`src/jsu_pkg.sv`:
```
// jsu_pkg: shared types and constants for the JSON string unescaper.
// Used by jsu_front, jsu_queue, jsu_back and the top level.
package jsu_pkg;

    localparam logic [1:0] KIND_DATA  = 2'd0;
    localparam logic [1:0] KIND_DONE  = 2'd1;
    localparam logic [1:0] KIND_ERROR = 2'd2;

    // One queued request from the parser to the output side.
    // raw: emit cp[7:0] as is; otherwise a data request is a code point to encode.
    typedef struct packed {
        logic [1:0]  kind;
        logic        raw;
        logic [20:0] cp;
    } job_t;

endpackage

```
`src/json_string_unescape_utf8.sv`:
```
// json_string_unescape_utf8: top level of the JSON string unescaper.
// Instantiates jsu_front, jsu_queue and jsu_back; depends on jsu_pkg.
//
// Input stream s_*: one text byte per request in s_tdata[7:0]; s_tlast set
// means the text has ended and the byte is ignored. Output stream m_*: one
// result per request, byte in m_tdata[7:0], kind in m_tuser (0 data,
// 1 string complete, 2 error), m_tlast on the final result of an input byte.
// Input is taken at one byte per cycle while the job queue has room; the
// parser classifies each byte in the cycle it is taken. Results pass through
// the job queue and output register, one per cycle while m_tready is high. A
// \u escape takes six input bytes and yields at most three, a surrogate pair
// twelve and four, so with m_tready held high the output keeps pace, the
// queue (QUEUE_DEPTH jobs) never fills and s_tready stays high. When m_tready
// is low the output register holds its result and the queue absorbs further
// jobs until full, then s_tready drops. Reset clears the parser to waiting
// for an opening quote and empties the queue and output register.
module json_string_unescape_utf8
    import jsu_pkg::*;
#(
    parameter int QUEUE_DEPTH = 8
)
(
    input  logic       clk,
    input  logic       rst_n,
    input  logic       s_tvalid,
    output logic       s_tready,
    input  logic [7:0] s_tdata,   // [7:0] in_byte
    input  logic       s_tlast,   // input_end
    output logic       m_tvalid,
    input  logic       m_tready,
    output logic [7:0] m_tdata,   // [7:0] out_byte
    output logic [1:0] m_tuser,   // [1:0] kind
    output logic       m_tlast    // last
);

    logic q_full;
    logic q_empty;
    logic q_pop;
    logic push;
    job_t push_job;
    job_t q_head;

    jsu_front u_front
    (
        .clk       (clk),
        .rst_n     (rst_n),
        .in_valid  (s_tvalid),
        .in_byte   (s_tdata),
        .input_end (s_tlast),
        .q_full    (q_full),
        .in_ready  (s_tready),
        .push      (push),
        .push_job  (push_job)
    );

    jsu_queue #(.DEPTH(QUEUE_DEPTH)) u_queue
    (
        .clk      (clk),
        .rst_n    (rst_n),
        .push     (push),
        .push_job (push_job),
        .pop      (q_pop),
        .full     (q_full),
        .empty    (q_empty),
        .head     (q_head)
    );

    jsu_back u_back
    (
        .clk       (clk),
        .rst_n     (rst_n),
        .q_empty   (q_empty),
        .q_head    (q_head),
        .q_pop     (q_pop),
        .out_valid (m_tvalid),
        .out_ready (m_tready),
        .out_byte  (m_tdata),
        .out_kind  (m_tuser),
        .out_last  (m_tlast)
    );

`ifndef SYNTHESIS
    a_status_is_last: assert property (@(posedge clk) disable iff (!rst_n)
        m_tvalid && m_tuser != KIND_DATA |-> m_tlast && m_tdata == 8'h00)
        else $error("complete/error result not alone or carries data");

    a_kind_known: assert property (@(posedge clk) disable iff (!rst_n)
        m_tvalid |-> m_tuser == KIND_DATA || m_tuser == KIND_DONE
                     || m_tuser == KIND_ERROR)
        else $error("undefined result kind");

    a_ready_drop: assert property (@(posedge clk) disable iff (!rst_n)
        $fell(s_tready) |-> $past(s_tvalid))
        else $error("input stalled without a request taken");
`endif

endmodule

```
`src/jsu_front.sv`:
```
// jsu_front: accepts text bytes, tracks string/escape/surrogate state and
// pushes one job per request that causes output. Depends on jsu_pkg.
module jsu_front
    import jsu_pkg::*;
(
    input  logic       clk,
    input  logic       rst_n,
    input  logic       in_valid,
    input  logic [7:0] in_byte,
    input  logic       input_end,
    input  logic       q_full,
    output logic       in_ready,
    output logic       push,
    output job_t       push_job
);

    localparam logic [2:0] M_IDLE   = 3'd0;
    localparam logic [2:0] M_STR    = 3'd1;
    localparam logic [2:0] M_ESC    = 3'd2;
    localparam logic [2:0] M_HEX1   = 3'd3;
    localparam logic [2:0] M_WANTBS = 3'd4;
    localparam logic [2:0] M_WANTU  = 3'd5;
    localparam logic [2:0] M_HEX2   = 3'd6;

    localparam logic [7:0] CH_QUOTE = 8'h22;
    localparam logic [7:0] CH_BSL   = 8'h5c;
    localparam logic [7:0] CH_SLASH = 8'h2f;
    localparam logic [7:0] CH_B     = 8'h62;
    localparam logic [7:0] CH_F     = 8'h66;
    localparam logic [7:0] CH_N     = 8'h6e;
    localparam logic [7:0] CH_R     = 8'h72;
    localparam logic [7:0] CH_T     = 8'h74;
    localparam logic [7:0] CH_U     = 8'h75;

    logic [2:0]  mode_reg, mode_next;
    logic [1:0]  hex_count_reg, hex_count_next;
    logic [15:0] code_accum_reg, code_accum_next;
    logic [9:0]  high_half_reg, high_half_next;

    logic        accept;
    logic        do_fail;
    logic        hex_ok;
    logic [3:0]  hex_digit;
    logic [15:0] hex_val;

    function automatic logic [4:0] hex_decode(input logic [7:0] c);
        logic [4:0] r;
        r = 5'd0;
        if (c >= 8'h30 && c <= 8'h39)
        begin
            r = {1'b1, c[3:0]};
        end
        else if ((c >= 8'h61 && c <= 8'h66) || (c >= 8'h41 && c <= 8'h46))
        begin
            r = {1'b1, c[3:0] + 4'd9};
        end
        return r;
    endfunction

    assign in_ready = !q_full;
    assign accept   = in_valid && in_ready;

    assign {hex_ok, hex_digit} = hex_decode(in_byte);
    assign hex_val = {code_accum_reg[11:0], hex_digit};

    always_comb
    begin
        mode_next       = mode_reg;
        hex_count_next  = hex_count_reg;
        code_accum_next = code_accum_reg;
        high_half_next  = high_half_reg;
        push            = 1'b0;
        push_job        = '0;
        do_fail         = 1'b0;
        if (accept)
        begin
            if (mode_reg == M_IDLE || mode_reg > M_HEX2)
            begin
                if (!input_end && in_byte == CH_QUOTE)
                begin
                    mode_next       = M_STR;
                    hex_count_next  = 2'd0;
                    code_accum_next = 16'd0;
                    high_half_next  = 10'd0;
                end
                else
                begin
                    mode_next = M_IDLE;
                end
            end
            else if (input_end)
            begin
                do_fail = 1'b1;
            end
            else
            begin
                case (mode_reg)
                    M_STR:
                    begin
                        if (in_byte == CH_QUOTE)
                        begin
                            mode_next       = M_IDLE;
                            hex_count_next  = 2'd0;
                            code_accum_next = 16'd0;
                            high_half_next  = 10'd0;
                            push            = 1'b1;
                            push_job.kind   = KIND_DONE;
                            push_job.raw    = 1'b1;
                        end
                        else if (in_byte == CH_BSL)
                        begin
                            mode_next = M_ESC;
                        end
                        else if (in_byte < 8'h20)
                        begin
                            do_fail = 1'b1;
                        end
                        else
                        begin
                            push          = 1'b1;
                            push_job.kind = KIND_DATA;
                            push_job.raw  = 1'b1;
                            push_job.cp   = {13'd0, in_byte};
                        end
                    end
                    M_ESC:
                    begin
                        push_job.kind = KIND_DATA;
                        push_job.raw  = 1'b1;
                        mode_next     = M_STR;
                        push          = 1'b1;
                        case (in_byte)
                            CH_QUOTE: push_job.cp = 21'h22;
                            CH_BSL:   push_job.cp = 21'h5c;
                            CH_SLASH: push_job.cp = 21'h2f;
                            CH_B:     push_job.cp = 21'h08;
                            CH_F:     push_job.cp = 21'h0c;
                            CH_N:     push_job.cp = 21'h0a;
                            CH_R:     push_job.cp = 21'h0d;
                            CH_T:     push_job.cp = 21'h09;
                            CH_U:
                            begin
                                push            = 1'b0;
                                mode_next       = M_HEX1;
                                hex_count_next  = 2'd0;
                                code_accum_next = 16'd0;
                            end
                            default:
                            begin
                                push    = 1'b0;
                                do_fail = 1'b1;
                            end
                        endcase
                    end
                    M_WANTBS:
                    begin
                        if (in_byte == CH_BSL)
                        begin
                            mode_next = M_WANTU;
                        end
                        else
                        begin
                            do_fail = 1'b1;
                        end
                    end
                    M_WANTU:
                    begin
                        if (in_byte == CH_U)
                        begin
                            mode_next       = M_HEX2;
                            hex_count_next  = 2'd0;
                            code_accum_next = 16'd0;
                        end
                        else
                        begin
                            do_fail = 1'b1;
                        end
                    end
                    M_HEX1, M_HEX2:
                    begin
                        if (!hex_ok)
                        begin
                            do_fail = 1'b1;
                        end
                        else if (hex_count_reg != 2'd3)
                        begin
                            code_accum_next = hex_val;
                            hex_count_next  = hex_count_reg + 2'd1;
                        end
                        else if (mode_reg == M_HEX1)
                        begin
                            hex_count_next  = 2'd0;
                            code_accum_next = 16'd0;
                            if (hex_val[15:10] == 6'b110110)
                            begin
                                high_half_next = hex_val[9:0];
                                mode_next      = M_WANTBS;
                            end
                            else if (hex_val[15:10] == 6'b110111)
                            begin
                                do_fail = 1'b1;
                            end
                            else
                            begin
                                mode_next     = M_STR;
                                push          = 1'b1;
                                push_job.kind = KIND_DATA;
                                push_job.cp   = {5'd0, hex_val};
                            end
                        end
                        else
                        begin
                            if (hex_val[15:10] != 6'b110111)
                            begin
                                do_fail = 1'b1;
                            end
                            else
                            begin
                                mode_next       = M_STR;
                                hex_count_next  = 2'd0;
                                code_accum_next = 16'd0;
                                high_half_next  = 10'd0;
                                push            = 1'b1;
                                push_job.kind   = KIND_DATA;
                                push_job.cp     = {{1'b0, high_half_reg} + 11'd64,
                                                   hex_val[9:0]};
                            end
                        end
                    end
                    default:
                    begin
                        mode_next = M_IDLE;
                    end
                endcase
            end
            if (do_fail)
            begin
                mode_next       = M_IDLE;
                hex_count_next  = 2'd0;
                code_accum_next = 16'd0;
                high_half_next  = 10'd0;
                push            = 1'b1;
                push_job        = '0;
                push_job.kind   = KIND_ERROR;
                push_job.raw    = 1'b1;
            end
        end
    end

    always_ff @(posedge clk or negedge rst_n)
    begin
        if (!rst_n)
        begin
            mode_reg       <= M_IDLE;
            hex_count_reg  <= 2'd0;
            code_accum_reg <= 16'd0;
            high_half_reg  <= 10'd0;
        end
        else
        begin
            mode_reg       <= mode_next;
            hex_count_reg  <= hex_count_next;
            code_accum_reg <= code_accum_next;
            high_half_reg  <= high_half_next;
        end
    end

endmodule

```
`src/jsu_queue.sv`:
```
// jsu_queue: small FIFO of job requests between parser and encoder.
// Depends on jsu_pkg.
module jsu_queue
    import jsu_pkg::*;
#(
    parameter int DEPTH = 4
)
(
    input  logic clk,
    input  logic rst_n,
    input  logic push,
    input  job_t push_job,
    input  logic pop,
    output logic full,
    output logic empty,
    output job_t head
);

    localparam int PW = (DEPTH > 1) ? $clog2(DEPTH) : 1;
    localparam int CW = $clog2(DEPTH + 1);

    job_t          mem [DEPTH];
    logic [PW-1:0] wr_ptr_reg, wr_ptr_next;
    logic [PW-1:0] rd_ptr_reg, rd_ptr_next;
    logic [CW-1:0] count_reg, count_next;
    logic          do_push;
    logic          do_pop;

    assign full    = (count_reg == CW'(DEPTH));
    assign empty   = (count_reg == '0);
    assign do_push = push && !full;
    assign do_pop  = pop && !empty;
    assign head    = mem[rd_ptr_reg];

    always_comb
    begin
        wr_ptr_next = wr_ptr_reg;
        rd_ptr_next = rd_ptr_reg;
        count_next  = count_reg;
        if (do_push)
        begin
            wr_ptr_next = (wr_ptr_reg == PW'(DEPTH - 1)) ? '0 : wr_ptr_reg + PW'(1);
        end
        if (do_pop)
        begin
            rd_ptr_next = (rd_ptr_reg == PW'(DEPTH - 1)) ? '0 : rd_ptr_reg + PW'(1);
        end
        if (do_push && !do_pop)
        begin
            count_next = count_reg + CW'(1);
        end
        else if (do_pop && !do_push)
        begin
            count_next = count_reg - CW'(1);
        end
    end

    always_ff @(posedge clk)
    begin
        if (do_push)
        begin
            mem[wr_ptr_reg] <= push_job;
        end
    end

    always_ff @(posedge clk or negedge rst_n)
    begin
        if (!rst_n)
        begin
            wr_ptr_reg <= '0;
            rd_ptr_reg <= '0;
            count_reg  <= '0;
        end
        else
        begin
            wr_ptr_reg <= wr_ptr_next;
            rd_ptr_reg <= rd_ptr_next;
            count_reg  <= count_next;
        end
    end

endmodule

```
`src/jsu_back.sv`:
```
// jsu_back: takes queue jobs, encodes code points to UTF-8, drives the
// result register one byte per cycle while out_ready is high; uses jsu_pkg.
module jsu_back
    import jsu_pkg::*;
(
    input  logic       clk,
    input  logic       rst_n,
    input  logic       q_empty,
    input  job_t       q_head,
    output logic       q_pop,
    output logic       out_valid,
    input  logic       out_ready,
    output logic [7:0] out_byte,
    output logic [1:0] out_kind,
    output logic       out_last
);

    logic       valid_reg;
    logic [7:0] byte_reg, byte_next;
    logic [1:0] kind_reg;
    logic       last_reg, last_next;
    logic [1:0] idx_reg, idx_next;
    logic       load;
    logic [1:0] len_m1;
    logic [20:0] cp;

    assign cp = q_head.cp;
    assign load = !q_empty && (!valid_reg || out_ready);

    always_comb
    begin
        if (q_head.raw || q_head.kind != KIND_DATA || cp <= 21'h7f)
        begin
            len_m1 = 2'd0;
        end
        else if (cp <= 21'h7ff)
        begin
            len_m1 = 2'd1;
        end
        else if (cp <= 21'hffff)
        begin
            len_m1 = 2'd2;
        end
        else
        begin
            len_m1 = 2'd3;
        end
    end

    always_comb
    begin
        byte_next = 8'h00;
        case ({len_m1, idx_reg})
            4'b00_00: byte_next = cp[7:0];
            4'b01_00: byte_next = {3'b110, cp[10:6]};
            4'b01_01: byte_next = {2'b10, cp[5:0]};
            4'b10_00: byte_next = {4'b1110, cp[15:12]};
            4'b10_01: byte_next = {2'b10, cp[11:6]};
            4'b10_10: byte_next = {2'b10, cp[5:0]};
            4'b11_00: byte_next = {5'b11110, cp[20:18]};
            4'b11_01: byte_next = {2'b10, cp[17:12]};
            4'b11_10: byte_next = {2'b10, cp[11:6]};
            4'b11_11: byte_next = {2'b10, cp[5:0]};
            default:  byte_next = 8'h00;
        endcase
        last_next = (idx_reg == len_m1);
        idx_next  = idx_reg;
        if (load)
        begin
            idx_next = last_next ? 2'd0 : idx_reg + 2'd1;
        end
    end

    assign q_pop = load && last_next;

    always_ff @(posedge clk or negedge rst_n)
    begin
        if (!rst_n)
        begin
            valid_reg <= 1'b0;
            idx_reg   <= 2'd0;
        end
        else
        begin
            idx_reg <= idx_next;
            if (load)
            begin
                valid_reg <= 1'b1;
            end
            else if (out_ready)
            begin
                valid_reg <= 1'b0;
            end
        end
    end

    always_ff @(posedge clk)
    begin
        if (load)
        begin
            byte_reg <= byte_next;
            kind_reg <= q_head.kind;
            last_reg <= last_next;
        end
    end

    assign out_valid = valid_reg;
    assign out_byte  = byte_reg;
    assign out_kind  = kind_reg;
    assign out_last  = last_reg;

endmodule
```
`config.mk`:
```
export PLATFORM = sky130hd
export DESIGN_NAME = json_string_unescape_utf8
export DESIGN_NICKNAME = d
export VERILOG_FILES = /design/src/jsu_pkg.sv /design/src/json_string_unescape_utf8.sv /design/src/jsu_front.sv /design/src/jsu_queue.sv /design/src/jsu_back.sv
export SDC_FILE = /design/constraint.sdc
export NUM_CORES = 1
export LEC_CHECK = 0
export ABC_AREA = 1
export ABC_CLOCK_PERIOD_IN_PS = 3050
export BUFFER_PORTS_ARGS = -buffer_cell sky130_fd_sc_hd__buf_2
export CORE_UTILIZATION = 25
export CTS_CLUSTER_DIAMETER = 40
export DETAILED_ROUTE_END_ITERATION = 6
export SYNTH_ARGS = -nofsm -noshare
export SYNTH_HDL_FRONTEND = slang
export SYNTH_SLANG_ARGS = --single-unit
export TNS_END_PERCENT = 10
```
`constraint.sdc`:
```
create_clock -name clk -period 3.05 [get_ports clk]
set_input_delay 0.61 -clock clk [delete_from_list [all_inputs] [get_ports clk]]
set_output_delay 0.61 -clock clk [all_outputs]
set_load 0.02 [all_outputs]
```
Yosys cells after proc, flatten, opt, wreduce, memory -nomap -nowiden. Memory sizes are Yosys's and may differ from the RTL's. Cells that the tools add are included.

Flip-flop bits (word level): 51. Memory bits (writable): 192. Bits of input ports: 13. Output and inout bits: 13. Word-level logic and storage cells: 229. Memories kept: 1.

Memory list: u_queue.mem (words 8, bits a word 24, read ports 1, clocked after memory_dff 0, write ports 1, line jsu_queue.sv:22) `job_t mem [DEPTH];`.

Add/subtract/negate cells: 8. Magnitude comparators: 11. Equal/unequal tests: 45. Mux-type cells: 113. Reductions and logical operators: 39.

Operator list (number): 2-to-1 mux 21 bit (6); 2-to-1 mux 12 bit (10); 2-to-1 mux 24 bit (5); 2-to-1 mux 10 bit (10); one-hot mux 21 bit (3 select lines) (1); == test 8 x 7 -> 1 bit (second input constant) (7); one-hot mux 7 bit (8 select lines) (1); one-hot mux 8 bit (7 select lines) (1); 2-to-1 mux 3 bit (16); one-hot mux 12 bit (3 select lines) (1); 2-to-1 mux 1 bit (35); == test 4 bit (second input constant) (8); 2-to-1 mux 2 bit (15); 2-to-1 mux 22 bit (1); less-or-equal comparator 21 x 11 -> 1 bit (second input constant) (1); less-or-equal comparator 21 x 16 -> 1 bit (second input constant) (1); less-or-equal comparator 21 x 7 -> 1 bit (second input constant) (1); != test 4 x 1 -> 1 bit (second input constant) (5); one-hot mux 10 bit (2 select lines) (1); AND reduction 9 bit (2); == test 8 x 6 -> 1 bit (second input constant) (2); greater-or-equal comparator 8 x 7 -> 1 bit (second input constant) (2); less-or-equal comparator 8 x 7 -> 1 bit (second input constant) (2); 2-to-1 mux 16 bit (1); other kinds (46) (81).

Longest topological paths before layout.
Depth in word-level cells: 17. Gate-level depth with buffers: 26. Depth with buffers taken out: 24.

Hierarchy. Synthesis repeated with hierarchy kept, for this count alone.

Cell total of the unflattened synthesis: 1276. Area total of the unflattened synthesis: 11831.3 um2.

By module, submodules not included: jsu_queue (times used 1, cells each 722, area an instance 8308.0 um2, sequential area each 6015.8 um2); jsu_front (times used 1, cells each 428, area an instance 2563.7 um2, sequential area each 675.6 um2); jsu_back (times used 1, cells each 126, area an instance 959.7 um2, sequential area each 405.4 um2).

Least setup slack after synthesis. OpenSTA, ideal clock, no wires.

Path type: input port to flip-flop. From: input s_tdata[0]. To: memory u_queue.mem[0][0] in the netlist's numbering, enable pin. Setup time: 0.405 ns. Arrival: 3.144 ns. Data required time: 2.645 ns. Slack: -0.498 ns. Stages: 15. Buffers on the path: 0. Cell sequence: inv_1 ha_1 o21ai_1 nand2_1 nand2_2 nand2_1 o21ai_2 nor2_4 nand3_2 nand2_2 inv_1 nand2_1 nand2_2 nand2_1 nor2_1.

Cells in the longest elaborated chain, start to end: 15. Elaborated cells on any way between the ends: 48. Classes of those cells: 7 x order compare; 9 x eq/ne; 25 x mux; 7 x reduce/logical.

RTL lines: from (decl) (line json_string_unescape_utf8.sv:27) `input logic [7:0] s_tdata,`; greater-or-equal comparator 8 x 7 -> 1 bit or less-or-equal comparator 8 x 7 -> 1 bit (tied branches) (line jsu_front.sv:53) `else if ((c >= 8'h61 && c <= 8'h66) || (c >= 8'h41 && c <= 8'h46))`; logical AND 1 bit (line jsu_front.sv:53); logical OR 1 bit (line jsu_front.sv:53); 2-to-1 mux 5 bit (line jsu_front.sv:53); 2-to-1 mux 5 bit (line jsu_front.sv:49) `if (c >= 8'h30 && c <= 8'h39)`; 2-to-1 mux 1 bit (line jsu_front.sv:181) `if (!hex_ok)`; one-hot mux 1 bit (5 select lines) (line jsu_front.sv:97) `case (mode_reg)`; 2-to-1 mux 1 bit (line jsu_front.sv:91) `else if (input_end)`; 2-to-1 mux 1 bit (line jsu_front.sv:77) `if (mode_reg == M_IDLE || mode_reg > M_HEX2)`; 2-to-1 mux 1 bit (line jsu_front.sv:75) `if (accept)`; 2-to-1 mux 1 bit (*) (line jsu_front.sv:236) `if (do_fail)`; 2-to-1 mux 1 bit (*) (line jsu_front.sv:75); logical AND 1 bit (*) (line jsu_queue.sv:31) `assign do_push = push && !full;`; net u_queue.do_push (line jsu_queue.sv:26) `logic do_push;`; 2-to-1 mux 1 bit (*) (line jsu_queue.sv:60) `if (do_push)`; 2-to-1 mux 1 bit (not written as such) (*) (line jsu_queue.sv:62) `mem[wr_ptr_reg] <= push_job;`; to (decl) (line jsu_queue.sv:22).

The timed path passes the listed nets; every way through them passes the cells marked *. The select of a mux whose other input is x is not followed.

Worst setup path after layout.
From: register u_queue.rd_ptr_reg[0]. To: register u_queue.count_reg[1].

Cells in the longest elaborated chain, start to end: 11. Elaborated cells on any way between the ends: 18. Classes of those cells: 3 x order compare; 1 x eq/ne; 4 x mux; 9 x reduce/logical; 1 x memory.

RTL lines: from (decl) (line jsu_queue.sv:24) `logic [PW-1:0] rd_ptr_reg, rd_ptr_next;`; from (signal assigned) (line jsu_queue.sv:77) `rd_ptr_reg <= rd_ptr_next;`; memory read (8 x 24 bit) (*); less-or-equal comparator 21 x 16 -> 1 bit or nonzero test 2 bit (tied branches) (line jsu_back.sv:40, jsu_back.sv:32); 2-to-1 mux 1 bit or logical OR 1 bit (tied branches) (line jsu_back.sv:40, jsu_back.sv:32); 2-to-1 mux 2 bit or logical OR 1 bit (tied branches) (line jsu_back.sv:36, jsu_back.sv:32); 2-to-1 mux 2 bit (*) (line jsu_back.sv:32) `if (q_head.raw || q_head.kind != KIND_DATA || cp <= 21'h7f)`; == test 2 bit (*) (line jsu_back.sv:66) `last_next = (idx_reg == len_m1);`; logical AND 1 bit (*) (line jsu_back.sv:74) `assign q_pop = load && last_next;`; logical AND 1 bit (*) (line jsu_queue.sv:32) `assign do_pop = pop && !empty;`; logical NOT 1 bit (*) (line jsu_queue.sv:48) `if (do_push && !do_pop)`; logical AND 1 bit (*) (line jsu_queue.sv:48); 2-to-1 mux 4 bit (*) (line jsu_queue.sv:48); net u_queue.count_next[1] (line jsu_queue.sv:25) `logic [CW-1:0] count_reg, count_next;`; to (signal assigned) (line jsu_queue.sv:78) `count_reg <= count_next;`; to (decl) (line jsu_queue.sv:25).

The timed path passes the listed nets; every way through them passes the cells marked *. A chain may end at the register's enable or synchronous reset.

==> out/metrics.csv <==
metric;value;unit
status;finished, violations left;
violations;negative setup slack;
antenna_found_initial;0;
r2r-start;u_queue.rd_ptr_reg[0]$_DFFE_PN0P_;
yosysSeqAreaShare;0.5873;
floorplan.initialDensity;0.2531;
synth_xor_area_frac;0.003624;
finalHoldViolCount;0;
cap_violations;0;
grt_pass1_wl;51120;um
period_share;1.065;
final_cells;2133;
combPwrFrac;0.393;
tightest_slew;0.9712;ns
track_usage;0.1312;
portBuffers;25;
clk_latency;0.52;ns
p_leak;6.951;nW
finalCriticalPeriod;3.250;ns
largest_reg_flops;192;
cts_tree;yes;
yosys_register_bits;243;
clock_path_buffers;3;
worstPathCellList;buf_8 -> buf_12 -> clkbuf_16 -> nand2_2 -> nand3_2 -> nand2_1 -> nand2_2 -> nand2_4 -> nor2_2 -> nand2_1 -> nor2_1 -> nand2_1 -> nand3_1 -> nand2_1 -> nand2_2 -> nand3_4 -> ha_4 -> inv_4 -> buf_4 -> buf_4 -> fa_1 -> mux2_2;
cpPeakStageDelay;0.47;ns
synthSimpleGateAreaFrac;0.2448;
crit_path_start_kind;flip-flop;
cts_buffers;34;
core.rowCount;80;
power_frac_clock;0.299;
r2r-end;u_queue.count_reg[1]$_DFFE_PN0P_;
ys_warn_count;0;
ir_drop;0.3774;mV
die_w;221.9;um
synthCells;1313;
first_iter_violations;772;
p_per_area;819.0;nW/um^2
hp-class;primary input to asynchronous set/reset pin;
cp.required;3.45;ns
switching_share;0.3654;
area_growth_syn_to_layout;29.63;%
postSynthAreaPerCell;9.203;sq um
crit_fanout;8;
p_int;8.142;mW
crit_top_cell;nand2_1;
drc;0;
synth_nets;1345;
cts_root_buffer;clkbuf_16;
dieArea;49220;sq um
fmax;0.3077;GHz
wl;32380;um
htreeDepth;2;
dieHeight;221.9;um
fin_ws;-0.1996;ns
end_kind;flip-flop;
vias;9608;
rsz0062_at_grt;yes;
antenna_left;0;
setup_viol;3;
clock_sinks;243;
routed_via_density;4.504;
finalPower;12.83;mW
muxShareOfSynthArea;0.0009319;
p_sw;4.688;mW
synth_flop_cell;edfxtp_1;
grt_max_degree;34;
dr.pass1.iters;5;
synth-compound-area-share;0.06337;
synth_fa_ha_area_frac;0.02029;
n_antenna_cell;0;
seqPwrFrac;0.308;
nNetsFinal;1525;
gp_congestion;0.8869;
critPathSlowestCell;dfrtp_2;
r2r_setup_slack;-0.20;ns
drv_slew;0;
dp_hpwl;20950;um
grt_pass1_vias;9374;
grt_overflow;0;
layout-drive-gt1-share;0.2253;
syn_area;12080;sq um
multi_input_area;4253;sq um
seqCellArea;7098;sq um
skew;0.02566;ns
core;47750;sq um
final_core_util;0.3281;
path_clk_slew;0.06;ns
dp_cells;2056;
holdBufCountCts;0;
crit_arrival;3.65;ns
crit_type;flip-flop to flip-flop;
r2r_cells;22;
relSlewSlack;0.3525;
io_pins;26;
synth_edf_count;203;
wire_per_inst;15.18;um
synth_top_family_by_area;simple AND/OR/NAND/NOR gates;
synthArstFlopShare;0.1646;
nFillCells;4760;
synth_cell_types;48;
-- critical path: cells and delay by family (launching register included) --
kind	cells	cell delay [ns]
adder cells (fa/ha/maj)	2	0.57
AND/OR/NAND/NOR	13	1.07
multiplexers	1	0.27
flip-flops	1	0.47
buffers and inverters	6	0.73
-- final cells by class --
cell class	instances	share of cell area
inverters	177	0.04305
multi-input cells	844	0.2715
flip-flops and latches	243	0.4531
well taps	615	0.04912
clock buffers	38	0.05663
clock inverters	23	0.01462
repair buffers	193	0.1120
-- power by group through the flow --
stage / Sequential (mW) / Combinational, mW / Clock, mW
finish: 3.96 / 5.04 / 3.84
global route: 3.98 / 5.52 / 4.04
CTS: 3.95 / 4.67 / 3.93
detailed placement: 4.01 / 4.26 / 0
global placement: 4.00 / 4.20 / 0
floorplan: 4.09 / 2.58 / 0
-- routing by layer --
metal | vias up | routed length, um | GRT usage
met5 | - | 0 | 0
met3 | 62 | 1991 | 0.02346
met4 | 0 | 677 | 0.03450
li1 | 4724 | - | -
met1 | 4545 | 14510 | 0.1778
met2 | 277 | 15200 | 0.2152
-- stage by stage --
step | instance area, sq um | hold WS, ns | worst slack [ns] | TNS (ns)
final | 15670 | 0.2542 | -0.1996 | -0.4388
after CTS | 15380 | 0.2544 | -0.1110 | -0.1879
after detailed placement | 14060 | 0.4594 | -0.4103 | -23.88
after floorplan | 12130 | 0.3144 | -0.1583 | -21.49
after global routing | 15670 | 0.2923 | -0.3875 | -0.9372
after global placement | 14060 | 0.4559 | -0.3237 | -7.424
-- placed cells by master, fill, tap and decap left out, types with 5 or more instances in the layout --
| cell type | count |
|---|---|
| buf_4 | 142 |
| inv_2 | 9 |
| buf_2 | 25 |
| nand2_1 | 319 |
| inv_1 | 166 |
| dfrtp_1 | 39 |
| nand3_1 | 112 |
| ha_1 | 15 |
| nor2_2 | 14 |
| nand4_1 | 12 |
| inv_6 | 8 |
| nand2_2 | 27 |
| edfxtp_1 | 203 |
| o22ai_1 | 11 |
| nor3_1 | 19 |
| nor2_1 | 139 |
| a21oi_1 | 15 |
| buf_16 | 5 |
| o21ai_0 | 64 |
| buf_12 | 16 |
| o21ai_1 | 24 |
| nand3_2 | 11 |
| clkbuf_16 | 38 |
| a31oi_1 | 7 |
-- Yosys cell counts (all sizes together) (2+ instances only) --
master	number	share of area
xnor2	2	0.0014
inv	177	0.055
nor3b	2	0.0017
nor4	2	0.0010
o211ai	2	0.0012
dfrtp	40	0.083
clkbuf	11	0.0034
ha	18	0.019
nand4	15	0.011
a21oi	18	0.0081
edfxtp	203	0.50
xor2	3	0.0022
nand3	124	0.053
a31oi	8	0.0041
nor3	24	0.013
nand2	350	0.11
nand3b	4	0.0025
nor2	157	0.052
o22ai	11	0.0057
o21ai	92	0.039
o221ai	3	0.0022
buf	38	0.021
-- timing repair --
item	CTS	global route
setup buffers	5	3
gates resized for setup	22	42
pin swaps	5	31
setup endpoints to repair	3	3
cloned	5	3
-- kinds of logic (layout without fill, tap and decap cells) --
| logic type | Yosys count | after routing |
|---|---|---|
| AND/OR/NAND/NOR | 680 | 680 |
| buffers and inverters | 226 | 431 |
| adder cells (fa/ha/maj) | 19 | 19 |
| flip-flops | 243 | 243 |
| AO/OA/AOI/OAI | 139 | 139 |
| XOR/XNOR | 5 | 5 |
| multiplexers | 1 | 1 |
-- worst max path at each step --
stage / slack (ns) / end / start
after global routing: -0.39 / u_queue.count_reg[3]$_DFFE_PN0P_ / u_queue.rd_ptr_reg[0]$_DFFE_PN0P_
after global placement: -0.32 / u_queue.count_reg[3]$_DFFE_PN0P_ / s_tdata[0]
final: -0.20 / u_queue.count_reg[1]$_DFFE_PN0P_ / u_queue.rd_ptr_reg[0]$_DFFE_PN0P_
after floorplan: -0.16 / u_queue.count_reg[3]$_DFFE_PN0P_ / s_tdata[0]
after CTS: -0.11 / u_queue.count_reg[3]$_DFFE_PN0P_ / u_queue.rd_ptr_reg[0]$_DFFE_PN0P_
after detailed placement: -0.41 / u_queue.count_reg[3]$_DFFE_PN0P_ / s_tdata[0]
(Power assumes the default switching activity.)
